File: config.mk
export PLATFORM = sky130hd
export DESIGN_NAME = rv32i_instruction_execute_core
export DESIGN_NICKNAME = d
export VERILOG_FILES = /design/src/rtl/rv32ie_pkg.sv /design/src/rtl/rv32ie_ram.sv /design/src/rtl/rv32i_instruction_execute_core.sv
export SDC_FILE = /design/constraint.sdc
export NUM_CORES = 2
export LEC_CHECK = 0
export BUFFER_PORTS_ARGS = -buffer_cell sky130_fd_sc_hd__clkbuf_2
export CAP_MARGIN = 10
export CORE_MARGIN = 1.5
export CORE_UTILIZATION = 55
export DETAILED_ROUTE_END_ITERATION = 16
export PLACE_DENSITY_LB_ADDON = 0.25
export SLEW_MARGIN = 15
export SYNTH_ARGS = -nofsm -noshare
export SYNTH_HDL_FRONTEND = slang
export SYNTH_SLANG_ARGS = --single-unit
File: constraint.sdc
create_clock -name clk -period 9.27 [get_ports clk]
set_input_delay 0.927 -clock clk [delete_from_list [all_inputs] [get_ports clk]]
set_output_delay 0.927 -clock clk [all_outputs]
set_load 0.01 [all_outputs]
File: src/rtl/rv32ie_pkg.sv
// ----------------------------------------------------------------------------
// RV32I execute core package
// Item types, opcodes and codes shared by the core and its checker.
// ----------------------------------------------------------------------------
package rv32ie_pkg;

	typedef struct packed {
		logic        mode;
		logic [31:0] instruction;
		logic [31:0] load_data;
	} in_item_t;

	typedef struct packed {
		logic [31:0] next_pc;
		logic [1:0]  mem_request;
		logic [31:0] mem_address;
		logic [1:0]  mem_size;
		logic [31:0] store_data;
		logic [4:0]  write_index;
		logic [31:0] write_value;
		logic        halted;
		logic        unsupported;
	} out_item_t;

	// Memory request codes
	localparam logic [1:0] REQ_NONE  = 2'd0;
	localparam logic [1:0] REQ_LOAD  = 2'd1;
	localparam logic [1:0] REQ_STORE = 2'd2;

	// Item modes
	localparam logic MODE_EXEC = 1'b0;
	localparam logic MODE_LOAD = 1'b1;

	// Pending load kinds
	typedef enum logic [2:0] {
		KIND_NONE = 3'd0,
		KIND_LB   = 3'd1,
		KIND_LH   = 3'd2,
		KIND_LW   = 3'd3,
		KIND_LBU  = 3'd4,
		KIND_LHU  = 3'd5
	} load_kind_t;

	// Major opcodes
	localparam logic [6:0] OP_LUI    = 7'h37;
	localparam logic [6:0] OP_JAL    = 7'h6F;
	localparam logic [6:0] OP_JALR   = 7'h67;
	localparam logic [6:0] OP_BRANCH = 7'h63;
	localparam logic [6:0] OP_LOAD   = 7'h03;
	localparam logic [6:0] OP_STORE  = 7'h23;
	localparam logic [6:0] OP_IMM    = 7'h13;
	localparam logic [6:0] OP_SYSTEM = 7'h73;

	localparam logic [31:0] EBREAK_WORD = 32'h0010_0073;
	localparam logic [6:0]  F7_ZERO     = 7'h00;
	localparam logic [6:0]  F7_ALT      = 7'h20;

	// Configuration register indexes and reset values
	localparam logic CFG_START_PC  = 1'b0;
	localparam logic CFG_STACK_TOP = 1'b1;
	localparam logic [31:0] START_PC_RST  = 32'h8000_0000;
	localparam logic [31:0] STACK_TOP_RST = 32'h8800_0000;

	localparam logic [4:0] SP_INDEX = 5'd2;

endpackage

File: src/rtl/rv32ie_ram.sv
// ----------------------------------------------------------------------------
// RV32I execute core RAM
// Generic RAM, one write port and two registered read ports with enable.
// ----------------------------------------------------------------------------
module rv32ie_ram #(
	parameter int WIDTH = 32,
	parameter int DEPTH = 32
) (
	input  logic                     clk,
	input  logic                     we,
	input  logic [$clog2(DEPTH)-1:0] waddr,
	input  logic [WIDTH-1:0]         wdata,
	input  logic                     re,
	input  logic [$clog2(DEPTH)-1:0] raddr_a,
	input  logic [$clog2(DEPTH)-1:0] raddr_b,
	output logic [WIDTH-1:0]         rdata_a,
	output logic [WIDTH-1:0]         rdata_b
);

	logic [WIDTH-1:0] mem_q [DEPTH];

	always_ff @(posedge clk) begin
		if (we) begin
			mem_q[waddr] <= wdata;
		end
		if (re) begin
			rdata_a <= mem_q[raddr_a];
			rdata_b <= mem_q[raddr_b];
		end
	end

endmodule

File: src/rtl/rv32i_instruction_execute_core.sv
// ----------------------------------------------------------------------------
// RV32I instruction execute core
// Executes one RV32I instruction or one load return per item.
// ----------------------------------------------------------------------------
// Each item is either an instruction word (mode 0) or the read data for the
// last issued load (mode 1); every item yields exactly one result item. The
// core accepts one item per cycle while in_stall is low. The accepting edge
// loads the input register and reads rs1 and rs2 from the register file RAM
// (registered read); the input stage then decodes and executes, and loads
// the result register once that register is free. A write from the item
// being executed is forwarded to the item accepted in the same cycle, so
// back-to-back dependent instructions run at full rate. The result register
// decouples the output: a stalled result holds the input stage only once
// that stage is also full. Register file
// reset is handled by one valid flop per entry (x2 reads stack_top until
// written), so there is no clearing pass after reset. Loads and stores leave
// as memory requests; a load return writes the pending destination with sign
// or zero extension. EBREAK halts the core, after which every item returns
// the held PC with halted set. Write start_pc and stack_top only while idle;
// each write also reloads the PC or x2 at once.
// ----------------------------------------------------------------------------
module rv32i_instruction_execute_core #(
	parameter int REG_COUNT = 32
) (
	input  logic                  clk,
	input  logic                  arst_n,
	// input items
	input  logic                  in_valid,
	output logic                  in_stall,
	input  rv32ie_pkg::in_item_t  in_data,
	// result items
	output logic                  out_valid,
	input  logic                  out_stall,
	output rv32ie_pkg::out_item_t out_data,
	// configuration
	input  logic                  psel,
	input  logic                  penable,
	input  logic                  pwrite,
	input  logic [2:0]            paddr,
	input  logic [31:0]           pwdata,
	output logic [31:0]           prdata,
	output logic                  pready
);

	localparam int AW = $clog2(REG_COUNT);
	localparam logic [5:0] REG_LIMIT = 6'(REG_COUNT);

	// Register index exists and is not x0
	function automatic logic reg_ok(input logic [4:0] idx);
		reg_ok = (idx != 5'd0) && ({1'b0, idx} < REG_LIMIT);
	endfunction

	// ------------------------------------------------------------------
	// Configuration registers
	// ------------------------------------------------------------------
	logic [31:0] start_pc_q;
	logic [31:0] stack_top_q;
	logic        cfg_wr;

	assign pready = 1'b1;
	assign cfg_wr = psel && penable && pwrite && pready;
	assign prdata = (paddr[2] == rv32ie_pkg::CFG_STACK_TOP) ? stack_top_q : start_pc_q;

	always_ff @(posedge clk or negedge arst_n) begin
		if (!arst_n) begin
			start_pc_q  <= rv32ie_pkg::START_PC_RST;
			stack_top_q <= rv32ie_pkg::STACK_TOP_RST;
		end else if (cfg_wr) begin
			if (paddr[2] == rv32ie_pkg::CFG_START_PC) begin
				start_pc_q <= pwdata;
			end else begin
				stack_top_q <= pwdata;
			end
		end
	end

	// ------------------------------------------------------------------
	// Handshake and stage control
	// ------------------------------------------------------------------
	logic valid_s1;
	logic out_valid_q;
	logic s1_adv;
	logic s1_fire;
	logic in_acc;

	assign s1_adv   = !out_valid_q || !out_stall;
	assign s1_fire  = valid_s1 && s1_adv;
	assign in_stall = valid_s1 && !s1_adv;
	assign in_acc   = in_valid && !in_stall;
	assign out_valid = out_valid_q;

	// ------------------------------------------------------------------
	// Register file: RAM plus per-entry valid flops
	// ------------------------------------------------------------------
	logic                 rf_we;
	logic [AW-1:0]        rf_waddr;
	logic [4:0]           rf_widx;
	logic [31:0]          rf_wdata;
	logic [31:0]          ram_rd1;
	logic [31:0]          ram_rd2;
	logic [REG_COUNT-1:0] vld_q;
	logic [4:0]           in_rs1;
	logic [4:0]           in_rs2;

	// Execute write-back, or a stack_top write that reloads x2
	logic                 ex_we;
	logic [4:0]           ex_widx;
	logic [31:0]          ex_wval;

	always_comb begin
		if (cfg_wr && paddr[2] == rv32ie_pkg::CFG_STACK_TOP) begin
			rf_we    = 1'b1;
			rf_widx  = rv32ie_pkg::SP_INDEX;
			rf_wdata = pwdata;
		end else begin
			rf_we    = ex_we;
			rf_widx  = ex_widx;
			rf_wdata = ex_wval;
		end
	end

	assign rf_waddr = rf_widx[AW-1:0];
	assign in_rs1   = in_data.instruction[19:15];
	assign in_rs2   = in_data.instruction[24:20];

	rv32ie_ram #(
		.WIDTH (32),
		.DEPTH (REG_COUNT)
	) u_regfile (
		.clk     (clk),
		.we      (rf_we),
		.waddr   (rf_waddr),
		.wdata   (rf_wdata),
		.re      (in_acc),
		.raddr_a (in_rs1[AW-1:0]),
		.raddr_b (in_rs2[AW-1:0]),
		.rdata_a (ram_rd1),
		.rdata_b (ram_rd2)
	);

	always_ff @(posedge clk or negedge arst_n) begin
		if (!arst_n) begin
			vld_q <= '0;
		end else if (rf_we) begin
			vld_q[rf_waddr] <= 1'b1;
		end
	end

	// ------------------------------------------------------------------
	// Input stage: item, entry valid bits and forwarded writes
	// ------------------------------------------------------------------
	rv32ie_pkg::in_item_t item_s1;
	logic        vld1_s1;
	logic        vld2_s1;
	logic        fwd1_s1;
	logic        fwd2_s1;
	logic [31:0] fwdv1_s1;
	logic [31:0] fwdv2_s1;

	always_ff @(posedge clk or negedge arst_n) begin
		if (!arst_n) begin
			valid_s1 <= 1'b0;
		end else if (in_acc) begin
			valid_s1 <= 1'b1;
		end else if (s1_fire) begin
			valid_s1 <= 1'b0;
		end
	end

	// Catch a write landing in the same cycle as the RAM read
	always_ff @(posedge clk) begin
		if (in_acc) begin
			item_s1  <= in_data;
			vld1_s1  <= vld_q[in_rs1[AW-1:0]];
			vld2_s1  <= vld_q[in_rs2[AW-1:0]];
			fwd1_s1  <= rf_we && (rf_widx == in_rs1);
			fwd2_s1  <= rf_we && (rf_widx == in_rs2);
			fwdv1_s1 <= rf_wdata;
			fwdv2_s1 <= rf_wdata;
		end
	end

	// ------------------------------------------------------------------
	// Operand resolve
	// ------------------------------------------------------------------
	logic [31:0] ins;
	logic [6:0]  opc;
	logic [4:0]  rd;
	logic [2:0]  f3;
	logic [4:0]  rs1;
	logic [4:0]  rs2;
	logic [6:0]  f7;
	logic [31:0] a;
	logic [31:0] b;

	assign ins = item_s1.instruction;
	assign opc = ins[6:0];
	assign rd  = ins[11:7];
	assign f3  = ins[14:12];
	assign rs1 = ins[19:15];
	assign rs2 = ins[24:20];
	assign f7  = ins[31:25];

	always_comb begin
		if (!reg_ok(rs1)) begin
			a = '0;
		end else if (fwd1_s1) begin
			a = fwdv1_s1;
		end else if (vld1_s1) begin
			a = ram_rd1;
		end else begin
			a = (rs1 == rv32ie_pkg::SP_INDEX) ? stack_top_q : '0;
		end
	end

	always_comb begin
		if (!reg_ok(rs2)) begin
			b = '0;
		end else if (fwd2_s1) begin
			b = fwdv2_s1;
		end else if (vld2_s1) begin
			b = ram_rd2;
		end else begin
			b = (rs2 == rv32ie_pkg::SP_INDEX) ? stack_top_q : '0;
		end
	end

	// ------------------------------------------------------------------
	// Execute
	// ------------------------------------------------------------------
	logic [31:0]            pc_q;
	logic                   halt_q;
	logic [4:0]             pend_dest_q;
	rv32ie_pkg::load_kind_t pend_kind_q;

	logic [31:0] imm_i;
	logic [31:0] imm_s;
	logic [31:0] imm_b;
	logic [31:0] imm_j;
	logic [31:0] pc_plus4;
	logic [31:0] addr_sum;

	logic [31:0]            npc;
	logic                   halt_nx;
	logic [4:0]             pend_dest_nx;
	rv32ie_pkg::load_kind_t pend_kind_nx;
	logic                   wr_req;
	logic [4:0]             wr_idx;
	logic [31:0]            wr_val;
	logic                   uns;
	logic                   take;
	logic [1:0]             req;
	logic [31:0]            maddr;
	logic [1:0]             msize;
	logic [31:0]            sdata;
	logic [31:0]            ld_val;
	rv32ie_pkg::out_item_t  res;

	assign imm_i    = {{20{ins[31]}}, ins[31:20]};
	assign imm_s    = {{20{ins[31]}}, ins[31:25], ins[11:7]};
	assign imm_b    = {{19{ins[31]}}, ins[31], ins[7], ins[30:25], ins[11:8], 1'b0};
	assign imm_j    = {{11{ins[31]}}, ins[31], ins[19:12], ins[20], ins[30:21], 1'b0};
	assign pc_plus4 = pc_q + 32'd4;

	// Sign or zero extend the returned load data
	always_comb begin
		case (pend_kind_q)
			rv32ie_pkg::KIND_LB:  ld_val = {{24{item_s1.load_data[7]}}, item_s1.load_data[7:0]};
			rv32ie_pkg::KIND_LH:  ld_val = {{16{item_s1.load_data[15]}}, item_s1.load_data[15:0]};
			rv32ie_pkg::KIND_LBU: ld_val = {24'd0, item_s1.load_data[7:0]};
			rv32ie_pkg::KIND_LHU: ld_val = {16'd0, item_s1.load_data[15:0]};
			default:              ld_val = item_s1.load_data;
		endcase
	end

	always_comb begin
		npc          = pc_plus4;
		halt_nx      = halt_q;
		pend_dest_nx = pend_dest_q;
		pend_kind_nx = pend_kind_q;
		wr_req       = 1'b0;
		wr_idx       = rd;
		wr_val       = '0;
		uns          = 1'b0;
		take         = 1'b0;
		req          = rv32ie_pkg::REQ_NONE;
		maddr        = '0;
		msize        = '0;
		sdata        = '0;
		addr_sum     = a + imm_i;

		if (halt_q) begin
			npc = pc_q;
		end else if (item_s1.mode == rv32ie_pkg::MODE_LOAD) begin
			npc = pc_q;
			if (pend_kind_q != rv32ie_pkg::KIND_NONE) begin
				wr_req       = 1'b1;
				wr_idx       = pend_dest_q;
				wr_val       = ld_val;
				pend_kind_nx = rv32ie_pkg::KIND_NONE;
				pend_dest_nx = '0;
			end
		end else begin
			case (opc)
				rv32ie_pkg::OP_LUI: begin
					wr_req = 1'b1;
					wr_val = {ins[31:12], 12'd0};
				end
				rv32ie_pkg::OP_JAL: begin
					wr_req = 1'b1;
					wr_val = pc_plus4;
					npc    = pc_q + imm_j;
				end
				rv32ie_pkg::OP_JALR: begin
					if (f3 != 3'd0) begin
						uns = 1'b1;
					end else begin
						wr_req = 1'b1;
						wr_val = pc_plus4;
						npc    = {addr_sum[31:1], 1'b0};
					end
				end
				rv32ie_pkg::OP_BRANCH: begin
					case (f3)
						3'd0:    take = (a == b);
						3'd1:    take = (a != b);
						3'd4:    take = ($signed(a) < $signed(b));
						3'd5:    take = !($signed(a) < $signed(b));
						3'd6:    take = (a < b);
						3'd7:    take = (a >= b);
						default: uns  = 1'b1;
					endcase
					if (take) begin
						npc = pc_q + imm_b;
					end
				end
				rv32ie_pkg::OP_LOAD: begin
					if (f3 == 3'd3 || f3 > 3'd5) begin
						uns = 1'b1;
					end else begin
						req          = rv32ie_pkg::REQ_LOAD;
						maddr        = addr_sum;
						msize        = f3[1:0];
						pend_dest_nx = rd;
						case (f3)
							3'd0:    pend_kind_nx = rv32ie_pkg::KIND_LB;
							3'd1:    pend_kind_nx = rv32ie_pkg::KIND_LH;
							3'd4:    pend_kind_nx = rv32ie_pkg::KIND_LBU;
							3'd5:    pend_kind_nx = rv32ie_pkg::KIND_LHU;
							default: pend_kind_nx = rv32ie_pkg::KIND_LW;
						endcase
					end
				end
				rv32ie_pkg::OP_STORE: begin
					if (f3 > 3'd2) begin
						uns = 1'b1;
					end else begin
						req   = rv32ie_pkg::REQ_STORE;
						maddr = a + imm_s;
						msize = f3[1:0];
						sdata = b;
					end
				end
				rv32ie_pkg::OP_IMM: begin
					wr_req = 1'b1;
					case (f3)
						3'd0: wr_val = addr_sum;
						3'd2: wr_val = {31'd0, $signed(a) < $signed(imm_i)};
						3'd3: wr_val = {31'd0, a < imm_i};
						3'd4: wr_val = a ^ imm_i;
						3'd6: wr_val = a | imm_i;
						3'd7: wr_val = a & imm_i;
						3'd1: begin
							if (f7 != rv32ie_pkg::F7_ZERO) begin
								uns = 1'b1;
							end else begin
								wr_val = a << rs2;
							end
						end
						default: begin
							if (f7 == rv32ie_pkg::F7_ZERO) begin
								wr_val = a >> rs2;
							end else if (f7 == rv32ie_pkg::F7_ALT) begin
								wr_val = $signed(a) >>> rs2;
							end else begin
								uns = 1'b1;
							end
						end
					endcase
					if (uns) begin
						wr_req = 1'b0;
						wr_val = '0;
					end
				end
				rv32ie_pkg::OP_SYSTEM: begin
					if (ins == rv32ie_pkg::EBREAK_WORD) begin
						halt_nx = 1'b1;
						npc     = pc_q;
					end else begin
						uns = 1'b1;
					end
				end
				default: uns = 1'b1;
			endcase
		end
	end

	// Drop writes to x0 and to missing registers
	assign ex_we   = s1_fire && wr_req && reg_ok(wr_idx);
	assign ex_widx = wr_idx;
	assign ex_wval = wr_val;

	always_comb begin
		res             = '0;
		res.next_pc     = npc;
		res.mem_request = req;
		res.mem_address = maddr;
		res.mem_size    = msize;
		res.store_data  = sdata;
		res.halted      = halt_nx;
		res.unsupported = uns;
		if (wr_req && reg_ok(wr_idx)) begin
			res.write_index = wr_idx;
			res.write_value = wr_val;
		end
	end

	// ------------------------------------------------------------------
	// Architectural state: advance with each executed item
	// ------------------------------------------------------------------
	always_ff @(posedge clk or negedge arst_n) begin
		if (!arst_n) begin
			pc_q        <= rv32ie_pkg::START_PC_RST;
			halt_q      <= 1'b0;
			pend_dest_q <= '0;
			pend_kind_q <= rv32ie_pkg::KIND_NONE;
		end else if (cfg_wr && paddr[2] == rv32ie_pkg::CFG_START_PC) begin
			pc_q <= pwdata;
		end else if (s1_fire) begin
			pc_q        <= npc;
			halt_q      <= halt_nx;
			pend_dest_q <= pend_dest_nx;
			pend_kind_q <= pend_kind_nx;
		end
	end

	// ------------------------------------------------------------------
	// Result register
	// ------------------------------------------------------------------
	always_ff @(posedge clk or negedge arst_n) begin
		if (!arst_n) begin
			out_valid_q <= 1'b0;
		end else if (s1_fire) begin
			out_valid_q <= 1'b1;
		end else if (!out_stall) begin
			out_valid_q <= 1'b0;
		end
	end

	always_ff @(posedge clk) begin
		if (s1_fire) begin
			out_data <= res;
		end
	end

endmodule

==> impl_metrics.tcl <==
set metrics [dict create \
    viasPerCell 7.45 \
    tightest_slew_ps 1330 \
    first_pass_iters 6 \
    dp_hpwl_um 221000 \
    relSlewSlack_pct 11.0 \
    required_ps 9710 \
    final_cells 8180 \
    via_count 61000 \
    clk_pin_slew_ps 60 \
    post-route-period-util_pct 83.4 \
    cts_max_level 4 \
    ys_seq_area_share_pct 53.4 \
    cts-resized-gates 0 \
    antenna_found_initial 25 \
    critPathMaxFanout 34 \
    total_power_uw 19500 \
    synth_cell_types 98 \
    crit_type "register to register" \
    dp_cells 7893 \
    end_kind "register" \
    antenna_left 0 \
    grt_usage_pct 44.5 \
    cts_buffers 152 \
    slew_viol_final 0 \
    grt_pass1_vias 59800 \
    start_kind "register" \
    drcViolationCount 0 \
    worst_slack_ps 1540 \
    nNetsFinal 6428 \
    slowest_delay_ps 1010 \
    multi_input_area_mm2 0.0364 \
    ctsHoldBuffers 0 \
    cts.sinks 1467 \
    drtIter0Drc 9941 \
    portBuffers 277 \
    gp_congestion 1.09 \
    status "finished clean" \
    p_leak_uw 0.0321 \
    cts_buffer_depth 3 \
    hold_viol_final 0 \
    ys_async_sr_fraction_pct 9.48 \
    finalSetupViolations 0 \
    powerDensity_mw_per_mm2 214 \
    coreArea_mm2 0.146 \
    synth_ff_type "edfxtp_1" \
    io_pins 281 \
    rsz0062_at_grt "false" \
    ys_seq_elements 1467 \
    seqCellArea_mm2 0.0434 \
    synth_xor_xnor_area_share_pct 1.36 \
    synth_edf_count 1328 \
    root_buffer "clkbuf_16" \
    grt_max_degree 102 \
    pre_cts_ws_ps 1910 \
    die_area_mm2 0.150 \
    cap_violations 0 \
    utilization_pct 62.4 \
    grt_overflow 0 \
    clock_skew_ps 71.9 \
    layout_min_cycle_time_ps 7730 \
    fillers 10700 \
    cp_top_family "compound AO/OA/AOI/OAI gates" \
    netlist_instances 5856 \
    hold_path.class "primary input to async pin" \
    cp.arrival_ps 8170 \
    syn_avg_cell_area_um2 13.9 \
    cp_cell_sequence "buf_4 > nor2b_2 > buf_4 > a311oi_1 > nor3_1 > inv_1 > fa_1 > o21bai_1 > a21oi_1 > o211ai_1 > a2111oi_0 > buf_4 > o31ai_1 > mux2i_1 > nor2_1 > a2111oi_1 > a311oi_1 > a2bb2oi_1 > a21bo_2" \
    tritoncts "yes" \
    synthSimpleGateAreaFrac_pct 7.71 \
    finalWirelength_um 335000 \
    muxShareOfSynthArea_pct 21.6 \
    synth_compound_area_share_pct 10.5 \
    cpMostUsedCell "buf_4" \
    max_freq_ghz 0.129 \
    cp_slowest_cell "a2111oi_1" \
    wl_per_cell_um 41.0 \
    yosysWarnings 0 \
    synthAdderAreaFrac_pct 2.90 \
    synth_area_mm2 0.0812 \
    cp.buffers_inverters 4 \
    postCtsSetupRepairBufs 0 \
    die_w_um 387 \
    clk-insertion-delay-late_ps 850 \
    syn_to_final_growth_pct 12.2 \
    grt_pass1_wl_um 465000 \
    synth_top_family_by_area "multiplexers" \
    setup_tns_ps 0 \
    drive_gt1_share_pct 27.3 \
    rows 140 \
    die_height_um 387 \
    start_util_pct 55.6 \
    ir_worst_vdd_uv 235 \
]
## routing by layer
metal | routed length (um) | global-route usage (%)
met5 | 125 | 0
met2 | 153000 | 67.9
met1 | 112000 | 54.5
met4 | 32200 | 35.4
met3 | 38700 | 11.1
## synthesized netlist by cell type, types with 27 or more instances
cell type  number  area (um^2)
or2_2          45          282
and2_1         41          257
o31ai_1        38          285
edfxtp_1     1328        39900
nand2_1       512         1920
o21bai_1       38          285
mux2_2        117         1320
o211ai_1       33          248
nand4_1        31          194
ha_1          182         2280
a21oi_1       306         1530
o21ai_0       271         1360
a221oi_1       45          394
xnor2_1        91          797
nor2b_1        27          169
a31oi_1        41          257
dfrtp_1       135         3380
buf_1          80          300
o221ai_1       28          245
o21ai_1        27          135
a221o_1        32          320
a211oi_1       53          398
a21o_1         64          480
clkbuf_1      316         1190
o22ai_1        33          206
xor2_1         35          307
inv_1         105          394
mux4_2        686        15400
a22oi_1        62          465
nor4_1         31          194
nor2_1        434         1630
nand3_1        75          375
nor3_1         79          395
mux2i_1        79          791
## layout by cell type (no fill, tap or decap), types with 154 or more instances in the layout
| cell | count |
|---|---|
| edfxtp_1 | 1328 |
| buf_4 | 225 |
| mux4_2 | 686 |
| clkbuf_2 | 268 |
| clkbuf_16 | 154 |
| nand2_1 | 511 |
| nor2_1 | 403 |
| ha_1 | 182 |
| a21oi_1 | 301 |
| o21ai_0 | 259 |
## state kept, by name (all words and copies together), names as in the netlist, 3 cells and up
register and flops:
u_regfile.mem_q 1024, item_s1 33, pc_q 32, ins 32, fwdv2_s1 32, vld_q 32
out_data 139, stack_top_q 32, u_regfile.rdata_b 32, start_pc_q 32, u_regfile.rdata_a 32, pend_kind_q 3
pend_dest_q 5
## kinds of logic (layout without fill, tap and decap cells)
kind of cell | count (synthesis) | after routing
other | 2 | 36
AOI/OAI and AO/OA | 1274 | 1274
and+or+nand+nor | 1391 | 1391
xor gates and xnor gates | 126 | 126
muxes | 882 | 882
DFF | 1467 | 1467
buffers and inverters | 528 | 901
adders and majority gates | 186 | 186
## worst register-to-register path, stage by stage (launching register included)
cell and delay (ps):
edfxtp_1 370, buf_4 260, nor2b_2 650, buf_4 300, a311oi_1 130, nor3_1 660
inv_1 230, fa_1 510, o21bai_1 180, a21oi_1 210, o211ai_1 330, a2111oi_0 170
buf_4 180, o31ai_1 600, mux2i_1 260, nor2_1 90, a2111oi_1 1010, a311oi_1 330
a2bb2oi_1 290, a21bo_2 560
## cell type report
type	count	area share, %
inverter	113	0.471
clock inverter	88	1.23
sequential	1467	47.6
clock buffer	191	4.46
timing repair buffer	509	3.63
antenna	3	0.00824
multi-input combinational	3892	40.0
tap	1917	2.63
## report_power, final
group	switching [uW]	internal [uW]
Combinational	3230	1640
Sequential	453	7800
Clock	2810	3580
Total	6490	13000
## per-stage QoR
step | cell area, um^2 | hold WS [ps]
after floorplan | 81300 | 438
after global placement | 85800 | 380
after detailed placement | 85800 | 409
after CTS | 91000 | 187
after global routing | 91100 | 207
final | 91100 | 147
## final timing paths
kind	start	endpoint	slack, ps	depth (start not counted)
setup / recovery	vld1_s1	u_regfile.mem_q[9][22]	1540	19
hold / removal	arst_n	pc_q[27]	150	1
setup reg to reg	vld1_s1	u_regfile.mem_q[9][22]	1540	19
hold reg to reg	vld_q[0]	vld_q[0]	430	0
max in group asynchronous	arst_n	vld_q[8]	7590	2
min in group clk	in_data[30]	item_s1[30]	280	1
Note: power is estimated with default switching activity, not from simulation.
